$ cat src/sv/rtte_pkg.sv
// ----------------------------------------------------------------------------
// rtte_pkg
// Shared types and constants of the record tick timestamp expander.
// ----------------------------------------------------------------------------
package rtte_pkg;

   localparam int CSR_IDX_W = 2;
   localparam int CSR_DATA_W = 32;
   localparam logic [CSR_IDX_W-1:0] CSR_RECORD_LENGTH = 2'd0;
   localparam logic [CSR_IDX_W-1:0] CSR_INTERVALS_PER_DAY = 2'd1;
   localparam logic [CSR_IDX_W-1:0] CSR_INTERVAL_START = 2'd2;

   localparam int LEN_W = 6;
   localparam int IPD_W = 17;
   localparam int TICK_W = 32;
   localparam int NUM_W = 49;
   localparam int DIV_W = 48;
   localparam int NANO_W = 30;
   localparam int EPOCH_W = 33;

   localparam logic [IPD_W-1:0] SECS_PER_DAY = 17'd86400;
   localparam logic [NANO_W-1:0] NANOS_PER_SEC = 30'd1000000000;
   localparam logic [LEN_W-1:0] MIN_RECORD_BYTES = 6'd5;
   localparam logic [LEN_W-1:0] TICK_BYTES = 6'd4;

   typedef struct packed {
      logic [7:0] in_byte;
      logic       block_end;
   } req_type;

   typedef struct packed {
      logic [7:0] out_byte;
      logic       record_end;
      logic       block_end_out;
   } rsp_type;

   typedef struct packed {
      logic              bank;
      logic [LEN_W-1:0]  plen;
      logic [TICK_W-1:0] ticks;
      logic              bend;
   } job_type;

endpackage

$ cat src/sv/rtte_ram.sv
// ----------------------------------------------------------------------------
// rtte_ram
// Generic single write port, single read port RAM with registered read.
// ----------------------------------------------------------------------------
module rtte_ram #(
   parameter int WIDTH = 8,
   parameter int DEPTH = 112
) (
   input  logic                     clock,
   input  logic                     wr_en,
   input  logic [$clog2(DEPTH)-1:0] wr_addr,
   input  logic [WIDTH-1:0]         wr_data,
   input  logic                     rd_en,
   input  logic [$clog2(DEPTH)-1:0] rd_addr,
   output logic [WIDTH-1:0]         rd_data
);
   logic [WIDTH-1:0] mem_ff [DEPTH];
   logic [WIDTH-1:0] rd_data_ff;

   always_ff @(posedge clock) begin
      if (wr_en) begin
         mem_ff[wr_addr] <= wr_data;
      end
      if (rd_en) begin
         rd_data_ff <= mem_ff[rd_addr];
      end
   end

   assign rd_data = rd_data_ff;
endmodule

$ cat src/sv/rtte_front.sv
// ----------------------------------------------------------------------------
// rtte_front
// Takes input bytes, stores payload into the current bank, collects the tick
// count and queues one job per finished record.
// ----------------------------------------------------------------------------
module rtte_front #(
   parameter int MAX_RECORD_BYTES = 56
) (
   input  logic                                     clock,
   input  logic                                     reset,
   input  logic                                     req_push,
   input  rtte_pkg::req_type                        req_data,
   output logic                                     req_full,
   input  logic [rtte_pkg::LEN_W-1:0]               record_length,
   output logic                                     wr_en,
   output logic [$clog2(2*MAX_RECORD_BYTES)-1:0]    wr_addr,
   output logic [7:0]                               wr_data,
   output logic                                     job_valid,
   output rtte_pkg::job_type                        job_head,
   input  logic                                     job_pop
);
   import rtte_pkg::*;

   localparam int AW = $clog2(2*MAX_RECORD_BYTES);

   logic [LEN_W-1:0]  pos_ff, pos_in;
   logic [TICK_W-1:0] ticks_ff, ticks_in;
   logic              bank_ff, bank_in;
   job_type           q_ff [2];
   logic              rd_ptr_ff, wr_ptr_ff;
   logic [1:0]        cnt_ff;
   logic              accept, rec_done;
   logic [LEN_W-1:0]  len, plen;
   logic [LEN_W:0]    pos_next;
   logic [TICK_W-1:0] ticks_shift;

   always_comb begin
      if (record_length < MIN_RECORD_BYTES) begin
         len = MIN_RECORD_BYTES;
      end else if (record_length > LEN_W'(MAX_RECORD_BYTES)) begin
         len = LEN_W'(MAX_RECORD_BYTES);
      end else begin
         len = record_length;
      end
   end

   assign plen = len - TICK_BYTES;
   assign req_full = (cnt_ff == 2'd2);
   assign accept = req_push && !req_full;
   assign pos_next = {1'b0, pos_ff} + 7'd1;
   assign rec_done = (pos_next >= {1'b0, len});
   assign ticks_shift = (pos_ff < plen) ? ticks_ff : {req_data.in_byte, ticks_ff[TICK_W-1:8]};

   assign wr_en = accept && (pos_ff < plen);
   assign wr_addr = bank_ff ? AW'(MAX_RECORD_BYTES) + AW'(pos_ff) : AW'(pos_ff);
   assign wr_data = req_data.in_byte;

   always_comb begin
      pos_in = pos_ff;
      ticks_in = ticks_ff;
      bank_in = bank_ff;
      if (accept) begin
         if (rec_done) begin
            pos_in = '0;
            ticks_in = '0;
            bank_in = !bank_ff;
         end else begin
            pos_in = pos_next[LEN_W-1:0];
            ticks_in = ticks_shift;
         end
      end
   end

   assign job_valid = (cnt_ff != 2'd0);
   assign job_head = q_ff[rd_ptr_ff];

   always_ff @(posedge clock) begin
      if (accept && rec_done) begin
         q_ff[wr_ptr_ff] <= '{bank: bank_ff, plen: plen, ticks: ticks_shift,
                              bend: req_data.block_end};
      end
   end

   always_ff @(posedge clock) begin
      if (reset) begin
         pos_ff <= '0;
         ticks_ff <= '0;
         bank_ff <= 1'b0;
         rd_ptr_ff <= 1'b0;
         wr_ptr_ff <= 1'b0;
         cnt_ff <= '0;
      end else begin
         pos_ff <= pos_in;
         ticks_ff <= ticks_in;
         bank_ff <= bank_in;
         if (accept && rec_done) begin
            wr_ptr_ff <= !wr_ptr_ff;
         end
         if (job_pop) begin
            rd_ptr_ff <= !rd_ptr_ff;
         end
         cnt_ff <= cnt_ff + 2'((accept && rec_done) ? 1 : 0) - 2'(job_pop ? 1 : 0);
      end
   end
endmodule

$ cat src/sv/rtte_divider.sv
// ----------------------------------------------------------------------------
// rtte_divider
// Restoring divider, one quotient bit per cycle.
// ----------------------------------------------------------------------------
module rtte_divider (
   input  logic                        clock,
   input  logic                        reset,
   input  logic                        start,
   input  logic [rtte_pkg::DIV_W-1:0]  dividend,
   input  logic [rtte_pkg::IPD_W-1:0]  divisor,
   output logic                        done,
   output logic [rtte_pkg::DIV_W-1:0]  quotient,
   output logic [rtte_pkg::IPD_W-1:0]  remainder
);
   import rtte_pkg::*;

   localparam int CW = $clog2(DIV_W + 1);

   logic [DIV_W-1:0] dvd_ff;
   logic [IPD_W-1:0] rem_ff, dsr_ff;
   logic [CW-1:0]    cnt_ff;
   logic             busy_ff, done_ff;
   logic [IPD_W:0]   trial;
   logic             fits;

   assign trial = {rem_ff, dvd_ff[DIV_W-1]};
   assign fits = (trial >= {1'b0, dsr_ff});

   always_ff @(posedge clock) begin
      if (start) begin
         dvd_ff <= dividend;
         rem_ff <= '0;
         dsr_ff <= divisor;
      end else if (busy_ff) begin
         dvd_ff <= {dvd_ff[DIV_W-2:0], fits};
         rem_ff <= fits ? IPD_W'(trial - {1'b0, dsr_ff}) : trial[IPD_W-1:0];
      end
   end

   always_ff @(posedge clock) begin
      if (reset) begin
         busy_ff <= 1'b0;
         done_ff <= 1'b0;
         cnt_ff <= '0;
      end else begin
         done_ff <= 1'b0;
         if (start) begin
            busy_ff <= 1'b1;
            cnt_ff <= '0;
         end else if (busy_ff) begin
            cnt_ff <= cnt_ff + CW'(1);
            if (cnt_ff == CW'(DIV_W - 1)) begin
               busy_ff <= 1'b0;
               done_ff <= 1'b1;
            end
         end
      end
   end

   assign done = done_ff;
   assign quotient = dvd_ff;
   assign remainder = rem_ff;
endmodule

$ cat src/sv/rtte_back.sv
// ----------------------------------------------------------------------------
// rtte_back
// Computes seconds and nanos of the queued record and streams the rewritten
// record through a small output queue.
// ----------------------------------------------------------------------------
module rtte_back #(
   parameter int MAX_RECORD_BYTES = 56
) (
   input  logic                                     clock,
   input  logic                                     reset,
   input  logic                                     job_valid,
   input  rtte_pkg::job_type                        job_head,
   output logic                                     job_pop,
   input  logic [rtte_pkg::IPD_W-1:0]               intervals_per_day,
   input  logic [rtte_pkg::TICK_W-1:0]              interval_start_epoch,
   output logic                                     rd_en,
   output logic [$clog2(2*MAX_RECORD_BYTES)-1:0]    rd_addr,
   input  logic [7:0]                               rd_data,
   output logic                                     rsp_empty,
   input  logic                                     rsp_pop,
   output rtte_pkg::rsp_type                        rsp_data
);
   import rtte_pkg::*;

   localparam int AW = $clog2(2*MAX_RECORD_BYTES);
   localparam logic [2:0] S_IDLE = 3'd0;
   localparam logic [2:0] S_MUL2 = 3'd1;
   localparam logic [2:0] S_DIV1 = 3'd2;
   localparam logic [2:0] S_MUL3 = 3'd3;
   localparam logic [2:0] S_DIV2 = 3'd4;
   localparam logic [2:0] S_EMIT = 3'd5;
   localparam logic [1:0] K_EPOCH = 2'd0;
   localparam logic [1:0] K_PAYLOAD = 2'd1;
   localparam logic [1:0] K_NANOS = 2'd2;

   logic [2:0]         state_ff, state_in;
   logic [NUM_W-1:0]   num_ff;
   logic [NANO_W-1:0]  xl_ff, nanos_ff;
   logic [46:0]        xhp_ff;
   logic [IPD_W-1:0]   q_ff, iv;
   logic [EPOCH_W-1:0] epoch_ff;
   logic [LEN_W-1:0]   k_ff, plen_ff;
   logic               bank_ff, bend_ff;
   logic               div_start, div_done;
   logic [DIV_W-1:0]   div_dividend, div_quot;
   logic [IPD_W-1:0]   div_rem;
   logic               issue, last;
   logic [LEN_W-1:0]   pay_idx, nano_idx;
   logic               b_valid_ff, b_rend_ff, b_bend_ff;
   logic [1:0]         b_kind_ff;
   logic [2:0]         b_sel_ff;
   rsp_type            fifo_ff [4];
   logic [1:0]         fwr_ff, frd_ff;
   logic [2:0]         fcnt_ff;
   logic [7:0]         b_byte;
   logic [63:0]        epoch64;
   logic [31:0]        nanos32;
   logic               fpop;

   assign iv = (intervals_per_day == '0) ? IPD_W'(1) : intervals_per_day;

   rtte_divider u_div (
      .clock(clock), .reset(reset), .start(div_start), .dividend(div_dividend),
      .divisor(iv), .done(div_done), .quotient(div_quot), .remainder(div_rem)
   );

   assign div_start = (state_ff == S_MUL2) || (state_ff == S_MUL3);
   assign div_dividend = (state_ff == S_MUL2)
                         ? DIV_W'(num_ff[NUM_W-1:32])
                         : {1'b0, xhp_ff} + DIV_W'(xl_ff);

   // one result byte issued per cycle while the output queue has room
   assign issue = (state_ff == S_EMIT) && (({1'b0, fcnt_ff} + 4'(b_valid_ff)) <= 4'd2);
   assign last = (k_ff == plen_ff + 6'd11);
   assign job_pop = issue && last;
   assign pay_idx = k_ff - 6'd8;
   assign nano_idx = k_ff - 6'd8 - plen_ff;

   assign rd_en = issue && (k_ff >= 6'd8) && (pay_idx < plen_ff);
   assign rd_addr = bank_ff ? AW'(MAX_RECORD_BYTES) + AW'(pay_idx) : AW'(pay_idx);

   always_comb begin
      state_in = state_ff;
      unique case (state_ff)
         S_IDLE: if (job_valid) state_in = S_MUL2;
         S_MUL2: state_in = S_DIV1;
         S_DIV1: if (div_done) state_in = S_MUL3;
         S_MUL3: state_in = S_DIV2;
         S_DIV2: if (div_done) state_in = S_EMIT;
         S_EMIT: if (job_pop) state_in = S_IDLE;
         default: state_in = S_IDLE;
      endcase
   end

   always_ff @(posedge clock) begin
      if (state_ff == S_IDLE) begin
         num_ff <= NUM_W'(job_head.ticks) * NUM_W'(SECS_PER_DAY);
      end
      if (state_ff == S_MUL2) begin
         xl_ff <= NANO_W'((62'(num_ff[31:0]) * 62'(NANOS_PER_SEC)) >> 32);
      end
      if (state_ff == S_DIV1 && div_done) begin
         q_ff <= div_quot[IPD_W-1:0];
         xhp_ff <= 47'(div_rem) * 47'(NANOS_PER_SEC);
      end
      if (state_ff == S_MUL3) begin
         epoch_ff <= {1'b0, interval_start_epoch} + EPOCH_W'(q_ff);
      end
      if (state_ff == S_DIV2 && div_done) begin
         nanos_ff <= div_quot[NANO_W-1:0];
         plen_ff <= job_head.plen;
         bank_ff <= job_head.bank;
         bend_ff <= job_head.bend;
      end
      if (issue) begin
         priority if (k_ff < 6'd8) begin
            b_kind_ff <= K_EPOCH;
            b_sel_ff <= k_ff[2:0];
         end else if (pay_idx < plen_ff) begin
            b_kind_ff <= K_PAYLOAD;
            b_sel_ff <= '0;
         end else begin
            b_kind_ff <= K_NANOS;
            b_sel_ff <= {1'b0, nano_idx[1:0]};
         end
         b_rend_ff <= last;
         b_bend_ff <= last && bend_ff;
      end
   end

   assign epoch64 = 64'(epoch_ff);
   assign nanos32 = 32'(nanos_ff);

   always_comb begin
      unique case (b_kind_ff)
         K_EPOCH: b_byte = epoch64[8*b_sel_ff +: 8];
         K_PAYLOAD: b_byte = rd_data;
         default: b_byte = nanos32[8*b_sel_ff[1:0] +: 8];
      endcase
   end

   assign fpop = rsp_pop && (fcnt_ff != 3'd0);
   assign rsp_empty = (fcnt_ff == 3'd0);
   assign rsp_data = fifo_ff[frd_ff];

   always_ff @(posedge clock) begin
      if (b_valid_ff) begin
         fifo_ff[fwr_ff] <= '{out_byte: b_byte, record_end: b_rend_ff,
                             block_end_out: b_bend_ff};
      end
   end

   always_ff @(posedge clock) begin
      if (reset) begin
         state_ff <= S_IDLE;
         k_ff <= '0;
         b_valid_ff <= 1'b0;
         fwr_ff <= '0;
         frd_ff <= '0;
         fcnt_ff <= '0;
      end else begin
         state_ff <= state_in;
         if (state_ff == S_DIV2) begin
            k_ff <= '0;
         end else if (issue) begin
            k_ff <= k_ff + 6'd1;
         end
         b_valid_ff <= issue;
         if (b_valid_ff) begin
            fwr_ff <= fwr_ff + 2'd1;
         end
         if (fpop) begin
            frd_ff <= frd_ff + 2'd1;
         end
         fcnt_ff <= fcnt_ff + 3'(b_valid_ff) - 3'(fpop);
      end
   end
endmodule

$ cat src/sv/record_tick_timestamp_expander.sv
// ----------------------------------------------------------------------------
// record_tick_timestamp_expander
// Rewrites fixed-length records: tick count becomes 64-bit epoch seconds in
// front and 32-bit nanos at the end.
//
//   port group | direction | moves
//   req_*      | in        | one record byte per transfer
//   rsp_*      | out       | one rewritten byte per transfer
//   csr_*      | in        | register write, index and data
//
// Input bytes are taken one per cycle while req_full is low; a record is held
// in one of two payload banks so the next record streams in while the previous
// one is expanded. Per record the serial divider runs two 48-step divisions,
// then one byte is issued per cycle while the output queue has room (len + 8
// bytes). req_full rises when two finished records wait; reset is synchronous
// and clears control state only. A stalled rsp_pop backs up into the back end.
// ----------------------------------------------------------------------------
module record_tick_timestamp_expander #(
   parameter int MAX_RECORD_BYTES = 56
) (
   input  logic                                clock,
   input  logic                                reset,
   input  logic                                req_push,
   input  rtte_pkg::req_type                   req_data,
   output logic                                req_full,
   output logic                                rsp_empty,
   input  logic                                rsp_pop,
   output rtte_pkg::rsp_type                   rsp_data,
   input  logic                                csr_write_en,
   input  logic [rtte_pkg::CSR_IDX_W-1:0]      csr_index,
   input  logic [rtte_pkg::CSR_DATA_W-1:0]     csr_wdata
);
   import rtte_pkg::*;

   localparam int AW = $clog2(2*MAX_RECORD_BYTES);

   logic [LEN_W-1:0]  record_length_ff;
   logic [IPD_W-1:0]  ipd_ff;
   logic [TICK_W-1:0] start_ff;
   logic              wr_en, rd_en, job_valid, job_pop;
   logic [AW-1:0]     wr_addr, rd_addr;
   logic [7:0]        wr_data, rd_data;
   job_type           job_head;

   always_ff @(posedge clock) begin
      if (reset) begin
         record_length_ff <= 6'd16;
         ipd_ff <= 17'd1440;
         start_ff <= '0;
      end else if (csr_write_en) begin
         unique case (csr_index)
            CSR_RECORD_LENGTH: record_length_ff <= csr_wdata[LEN_W-1:0];
            CSR_INTERVALS_PER_DAY: ipd_ff <= csr_wdata[IPD_W-1:0];
            CSR_INTERVAL_START: start_ff <= csr_wdata[TICK_W-1:0];
            default: ;
         endcase
      end
   end

   rtte_ram #(.WIDTH(8), .DEPTH(2*MAX_RECORD_BYTES)) u_ram (
      .clock(clock), .wr_en(wr_en), .wr_addr(wr_addr), .wr_data(wr_data),
      .rd_en(rd_en), .rd_addr(rd_addr), .rd_data(rd_data)
   );

   rtte_front #(.MAX_RECORD_BYTES(MAX_RECORD_BYTES)) u_front (
      .clock(clock), .reset(reset), .req_push(req_push), .req_data(req_data),
      .req_full(req_full), .record_length(record_length_ff), .wr_en(wr_en),
      .wr_addr(wr_addr), .wr_data(wr_data), .job_valid(job_valid),
      .job_head(job_head), .job_pop(job_pop)
   );

   rtte_back #(.MAX_RECORD_BYTES(MAX_RECORD_BYTES)) u_back (
      .clock(clock), .reset(reset), .job_valid(job_valid), .job_head(job_head),
      .job_pop(job_pop), .intervals_per_day(ipd_ff),
      .interval_start_epoch(start_ff), .rd_en(rd_en), .rd_addr(rd_addr),
      .rd_data(rd_data), .rsp_empty(rsp_empty), .rsp_pop(rsp_pop),
      .rsp_data(rsp_data)
   );
endmodule
$ cat config.mk
export PLATFORM = sky130hd
export DESIGN_NAME = record_tick_timestamp_expander
export DESIGN_NICKNAME = d
export VERILOG_FILES = /design/src/sv/rtte_pkg.sv /design/src/sv/rtte_ram.sv /design/src/sv/rtte_front.sv /design/src/sv/rtte_divider.sv /design/src/sv/rtte_back.sv /design/src/sv/record_tick_timestamp_expander.sv
export SDC_FILE = /design/constraint.sdc
export NUM_CORES = 2
export LEC_CHECK = 0
export ABC_AREA = 1
export BUFFER_PORTS_ARGS = -buffer_cell sky130_fd_sc_hd__buf_4
export CORE_AREA = 2 2 473 475
export CTS_CLUSTER_DIAMETER = 100
export CTS_CLUSTER_SIZE = 14
export DETAILED_ROUTE_END_ITERATION = 8
export DIE_AREA = 0 0 475 477
export PLACE_DENSITY = 0.52
export SLEW_MARGIN = 10
export SYNTH_ARGS = -nofsm -noshare
export SYNTH_HDL_FRONTEND = slang
export SYNTH_HIERARCHICAL = 1
export SYNTH_SLANG_ARGS = --single-unit
export TNS_END_PERCENT = 5
$ cat constraint.sdc
create_clock -name clock -period 17.45 [get_ports clock]
set_input_delay 3.49 -clock clock [delete_from_list [all_inputs] [get_ports clock]]
set_output_delay 3.49 -clock clock [all_outputs]
set_load 0.01 [all_outputs]
Yosys cells after proc, flatten, opt, wreduce, memory -nomap -nowiden
Memory sizes are Yosys's and may differ from the RTL's. A register that Yosys moved wholly into a read port is not among the register bits.
Cells that the tools add are included.

word-level totals
  bits in registers = 410
  memory bits (writable) = 1016
  input port bits = 48
  output and inout port bits = 12
  logic and storage cells = 154
  memories kept = 3

memory list
  name            words  bits a word  read ports  clocked after Yosys merged registers in  wr ports  line              source
  u_ram.mem_ff    112    8            1           1                                        1         rtte_ram.sv:17    logic [WIDTH-1:0] mem_ff [DEPTH];
  u_front.q_ff    2      40           1           1                                        1         rtte_front.sv:29  job_type q_ff [2];
  u_back.fifo_ff  4      10           1           1                                        1         rtte_back.sv:52   rsp_type fifo_ff [4];

operators by class
  $add $sub $neg = 19
  multipliers = 3
  order comparisons = 9
  eq/ne operators = 15
  shift-type cells = 2
  multiplexer cells = 36
  bitwise gates (word level) = 1
  reductions and logical operators = 32

operators with widths
  kind                                                                    count
  48-bit 2-to-1 mux                                                       3
  32-bit 2-to-1 mux                                                       2
  64-bit by 7-bit variable part select with 8-bit output                  1
  47-bit by 30-bit adder with 48-bit output                               1
  25-bit by 21-bit multiplier with 46-bit output (second input constant)  1
  32-bit by 10-bit multiplier with 42-bit output (second input constant)  1
  17-bit by 21-bit multiplier with 38-bit output (second input constant)  1
  32-bit by 17-bit adder with 33-bit output                               1
  32-bit by 6-bit variable part select with 8-bit output                  1
  18-bit by 17-bit >= comparator with 1-bit output                        1
  6-bit 2-to-1 mux                                                        3
  3-bit case mux with 6 select lines                                      1
  17-bit logical NOT                                                      1
  17-bit 2-to-1 mux                                                       1
  17-bit subtractor                                                       1
  8-bit case mux with 2 select lines                                      1
  3-bit 2-to-1 mux                                                        5
  6-bit by 6-bit adder with 7-bit output (first input constant)           2
  1-bit 2-to-1 mux                                                        14
  7-bit 2-to-1 mux                                                        2
  6-bit by 1-bit adder with 6-bit output (second input constant)          2
  6-bit < comparator                                                      2
  1-bit logical AND                                                       11
  2-bit 2-to-1 mux                                                        4
  35 further kinds                                                        54

Depth between registers and ports, before layout
  depth in word-level cells = 8
  depth in mapped cells = 24

By module
The synthesis kept the hierarchy.

by module, submodules not included
  module                          times used  cells each  area an instance (µm²)  sequential area each (µm²)
  rtte_back                       1           4350        37785.0                 7737.4
  rtte_ram                        1           3214        37198.2                 27146.0
  rtte_front                      1           637         5999.5                  3283.1
  rtte_divider                    1           630         4956.0                  2452.4
  record_tick_timestamp_expander  1           346         2262.2                  1101.1

Worst setup path after synthesis
No wires, ideal clock.

  path kind = input -> register
  start point = input req_push
  end point = memory u_front/q_ff[0][0] (netlist bit), enable pin
  arrival time = 5.450 ns
  slack = 11.563 ns
  stages on the path = 4
  buffers on the path = 0
  path through = o21ai_4 -> inv_2 -> nand2_1 -> nor2_1

between the ends
  cells in the longest elaborated chain, start to end = 4

RTL lines
  element                                 line                                  source
  from (decl)                             record_tick_timestamp_expander.sv:23  input logic req_push,
  1-bit logical AND                       rtte_front.sv:49                      assign accept = req_push && !req_full;
  1-bit logical AND                       rtte_front.sv:78                      if (accept && rec_done) begin
  1-bit 2-to-1 mux                        rtte_front.sv:78
  1-bit 2-to-1 mux (not written as such)  rtte_front.sv:79                      q_ff[wr_ptr_ff] <= '{bank: bank_ff, plen: plen, ticks: ticks_shift,
  to (decl)                               rtte_front.sv:29

No other way between the ends.

Final worst setup path
  start point = register u_back.num_ff[7]
  end point = register u_back.xl_ff[27], data pin

between the ends
  cells in the longest elaborated chain, start to end = 1

RTL lines
  element                                         line              source
  from (decl)                                     rtte_back.sv:37   logic [NUM_W-1:0] num_ff;
  from (signal assigned)                          rtte_back.sv:97   num_ff <= NUM_W'(job_head.ticks) * NUM_W'(SECS_PER_DAY);
  25-bit by 21-bit multiplier with 46-bit output  rtte_back.sv:100  xl_ff <= NANO_W'((62'(num_ff[31:0]) * 62'(NANOS_PER_SEC)) >> 32);
  to (signal assigned)                            rtte_back.sv:100
  to (decl)                                       rtte_back.sv:38   logic [NANO_W-1:0] xl_ff, nanos_ff;

No other way between the ends.
A chain may end at the register's enable or synchronous reset.

==> key figures <==
Critical path
  – Max incr delay on CP: ~0.65 ns
  – CP dominant cell by count: fa_1
  – CP Launch Type: flop
  – CP endpoint kind: flop
  – Crit-path cells: fa_1 > xor2_1 > ha_1 > fa_1 > fa_1 > fa_1 > inv_1 > fa_1 > inv_1 > fa_1 > ha_1 > a21oi_1 > nor2_1 > nor2_1 > inv_1 > a21oi_1 > o21ai_0 > nand2_1 > nand3_1 > nand2_1 > nand2_1
  – Cell count of the worst reg-to-reg path: 21
  – Critical path type: flop to flop
  – Critical Path AT: 6.91 ns
  – Critical Path RT: around 18 ns
  – Critical-path top delay cell: fa_1
  – Crit-path max FO: 9

Clock tree
  – CTS H-Tree Depth: 3
  – Clock transition at path regs: approximately 0.07 ns
  – Post-CTS setup repair buffer count: 0
  – Hold-fix buffers at CTS: 0
  – Clk Latency, worst-skew pair: just over 0.8 ns
  – Post-cts resize count: 0
  – CTS tree: done
  – Clock sink count: roughly 1400
  – CTS Root Cell: clkbuf_16
  – CTS Buf Count: between 100 and 150
  – Max clock buf depth: 3

Floorplanning
  – Die width: about 480 um
  – Row cnt: ~170
  – Top-level port count: 60
  – DIE HEIGHT: 477 um
  – Die area: approximately 230000 um2
  – Initial Utilization: approximately two fifths
  – Core area: approximately 220000 um2

Global routing
  – Vias in the first global route: around 61000
  – Largest net degree at the start of global routing: between 150 and 200
  – Overflow after GRT: 0
  – First-pass GRT wire length: about 380 mm
  – GRT Util Overall: about 22%
  – Initial antenna violation count: 8

Timing
  – Hold Fails Final Rpt: 0
  – Final cycle utilization of the critical path: ~36%
  – Post-route setup TNS: 0 ns
  – Min cycle time layout: roughly 6.3 ns
  – F_max: between 150 and 200 MHz
  – Final setup viols: 0
  – Worst setup slack after layout: ~11 ns
  – Transition time of the tightest slew-check pin: around 1.3 ns
  – Worst clock skew: between 0.08 and 0.09 ns
  – Relative slew slack: between 15 and 20%
  – Slew Limit Fails: 0
  – RSZ-0062 raised after global routing: no

Place
  – Inst Count DP: 11956
  – Post-DP HPWL: 177.9 mm
  – Routability Congestion: just over 0.9
  – Dpl ws: around 11 ns
  – Area after DPL: slightly above 90000 um2
  – Port Buffers: a little under 60

Synthesis
  – Largest family of logic cells by synthesized area: simple AND/OR/NAND/NOR gates
  – Mapped Nets: between 10000 and 15000
  – Syn Inst Count: 9177
  – Ys Warns: 6
  – Xor/xnor share of the synthesized area: 1.430%
  – Area share of the largest cell type after synthesis: 44.06%
  – Simple-Gate Fraction of Synth Area: between 10% and 20%
  – Yosys top cell by area: edfxtp_1
  – Avg Cell Area, Syn: between 9 and 10 um2
  – Synth Area in Compound Gates: between 4 and 5%
  – Mux contribution to synthesized area: 0.5107%
  – Ranking of synthesized cells by area: edfxtp_1 44%, fa_1 10%, nand2_1 9.0%
  – Post-synth cell types: between 50 and 60
  – Adder-cell area share of the yosys netlist: 19.00%
  – Post-synthesis sequential element count: 1437
  – Mapped cell area: approximately 88000 um2
  – Sequential share of the synthesized area: a little under half

Detailed routing
  – TritonRoute pass-1 iters: 9
  – Total Wirelength: 246.3 mm
  – Drt wl/cell: between 20 and 25 um
  – Post-DRT Antenna Nets: 0
  – Routed via count: between 60000 and 70000
  – Drt via density: about 5
  – Initial DRC count: ~5500
  – # DRC: 0

Final layout
  – Fin nets: a little over 10000
  – Final Instance Area: between 90000 and 100000 um2
  – Layout overhead on the synthesized area: 7.243%
  – Non-filler instance count after layout: around 12000
  – Layout cells sized above 1: under 10%
  – FILL cells: 21491

Flow run
  – Maxcap violations: 0

Status
  – Status: complete, no violations

Worst hold path
  – Hold Path Cell Cnt: 0
  – Min-delay worst type: flop to flop
[per-layer routing]
metal / global-route usage (%) / vias up / wire length (um)
li1: - / 29725 / -
met5: 0 / - / 13
met3: 2.720 / 234 / 12870
met4: 4.295 / 2 / 4811
met1: 32.10 / 30510 / 117800
met2: 33.81 / 1510 / 110800
[cell usage after synthesis, drive strengths merged]
library cell / instances
a211oi: 3
a21boi: 9
a21o: 25
a21oi: 264
a31oi: 14
and2: 3
and3: 2
buf: 221
clkbuf: 96
clkinv: 2
dfxtp: 143
dlygate4sd1: 1
edfxtp: 1294
fa: 459
ha: 605
inv: 1429
mux2: 40
nand2: 2127
nand3: 881
nand3b: 13
nand4: 86
nor2: 868
nor3: 64
nor3b: 4
nor4: 18
o2111ai: 1
o211ai: 29
o21a: 16
o21ai: 255
o21bai: 24
o22ai: 22
o311ai: 1
o31ai: 9
or2: 5
xnor2: 53
xor2: 91
[flip-flops by register name, summed over array words and instances (netlist names), 8 cells and up, named ones only]
signal	cells
ipd_ff	17
u_front/q_ff	80
u_ram/rd_data	8
u_back/u_div/dsr_ff	17
u_back/u_div/remainder	17
u_back/num_ff	42
u_ram/mem_ff	896
u_back/nanos_ff	30
u_back/u_div/quotient	48
u_back/epoch_ff	33
u_front/ticks_ff	32
u_back/xhp_ff	38
u_back/xl_ff	30
start_ff	32
u_back/q_ff	17
u_back/fifo_ff	40
[final cells by class]
cell class | count | area, um2 | share of cell area (%)
clock buffer | 163 | 3122 | 3.300
timing repair buffer | 122 | 928.4 | 0.9815
antenna | 3 | 7.507 | 0.007937
clock inverter | 13 | 240.2 | 0.2540
multi-input combinational | 5991 | 39450 | 41.70
inverter | 1431 | 5391 | 5.700
sequential | 1437 | 41730 | 44.12
tap | 2975 | 3722 | 3.935
[critical path, delay by kind of cell, from the launching register on]
family	cells	cell delay [ns]
AO/OA/AOI/OAI	3	0.71
XOR/XNOR	1	0.28
adder cells (fa/ha/maj)	8	3.89
buffers and inverters	3	0.16
flip-flops	1	0.60
AND/OR/NAND/NOR	6	0.45
[cell usage in the layout, fill, tap and decap left out, types with 8 or more instances in the layout]
cell type | synthesis | layout
fa_1 | 459 | 459
o21bai_1 | 24 | 24
o22ai_1 | 22 | 22
nor3_2 | 7 | 8
o31ai_1 | 9 | 9
o21ai_1 | 23 | 23
nand2_2 | 23 | 25
clkbuf_16 | 0 | 118
nand2_1 | 2104 | 2102
o21ai_0 | 222 | 222
o211ai_1 | 28 | 28
o21ai_2 | 9 | 9
nand3_2 | 8 | 8
nor2_4 | 4 | 9
xnor2_1 | 53 | 53
a21o_1 | 25 | 25
nand4_1 | 86 | 86
a31oi_1 | 14 | 14
inv_1 | 1415 | 1412
nand3b_1 | 13 | 13
nor3_1 | 57 | 56
a21boi_0 | 8 | 8
ha_1 | 605 | 605
buf_4 | 50 | 121
nor4_1 | 15 | 14
nor2_1 | 846 | 840
o21a_1 | 16 | 16
a21oi_1 | 254 | 254
clkbuf_1 | 94 | 45
nor2_2 | 17 | 18
xor2_1 | 91 | 90
mux2_2 | 40 | 40
edfxtp_1 | 1294 | 1294
nand3_1 | 870 | 870
dfxtp_1 | 143 | 139
inv_2 | 13 | 14
[worst paths after layout]
path	from	end	slack, ns
worst max register to register	u_back/num_ff[7]$_DFFE_PP_	u_back/xl_ff[27]$_DFFE_PP_	11.10
worst max-delay path	u_back/num_ff[7]$_DFFE_PP_	u_back/xl_ff[27]$_DFFE_PP_	11.10
worst min register to register	u_back/u_div/quotient[20]$_DFFE_PP_	u_back/nanos_ff[20]$_DFFE_PP_	0.45
worst min-delay path	u_back/u_div/quotient[20]$_DFFE_PP_	u_back/nanos_ff[20]$_DFFE_PP_	0.45
[logic make-up (layout without fill, tap and decap cells)]
family,Yosys count,count (layout)
compound gates,672,672
xor+xnor,144,144
fa+ha+maj,1064,1064
buf+inv,1749,1729
flops,1437,1437
mux,40,40
other cells,0,3
simple gates,4071,4071
[per-stage QoR]
| stage | utilization, % | hold slack (ns) |
|---|---|---|
| final | 42.72 | 0.4511 |
| after detailed placement | 41.19 | 0.4340 |
| after global routing | 42.72 | 0.4698 |
| after floorplan | - | 0.4268 |
| after global placement | 41.19 | 0.4396 |
| after CTS | 42.71 | 0.4503 |
Power is not shown: default switching activity piles up to over one toggle a cycle in this logic, so the estimate is an artifact.
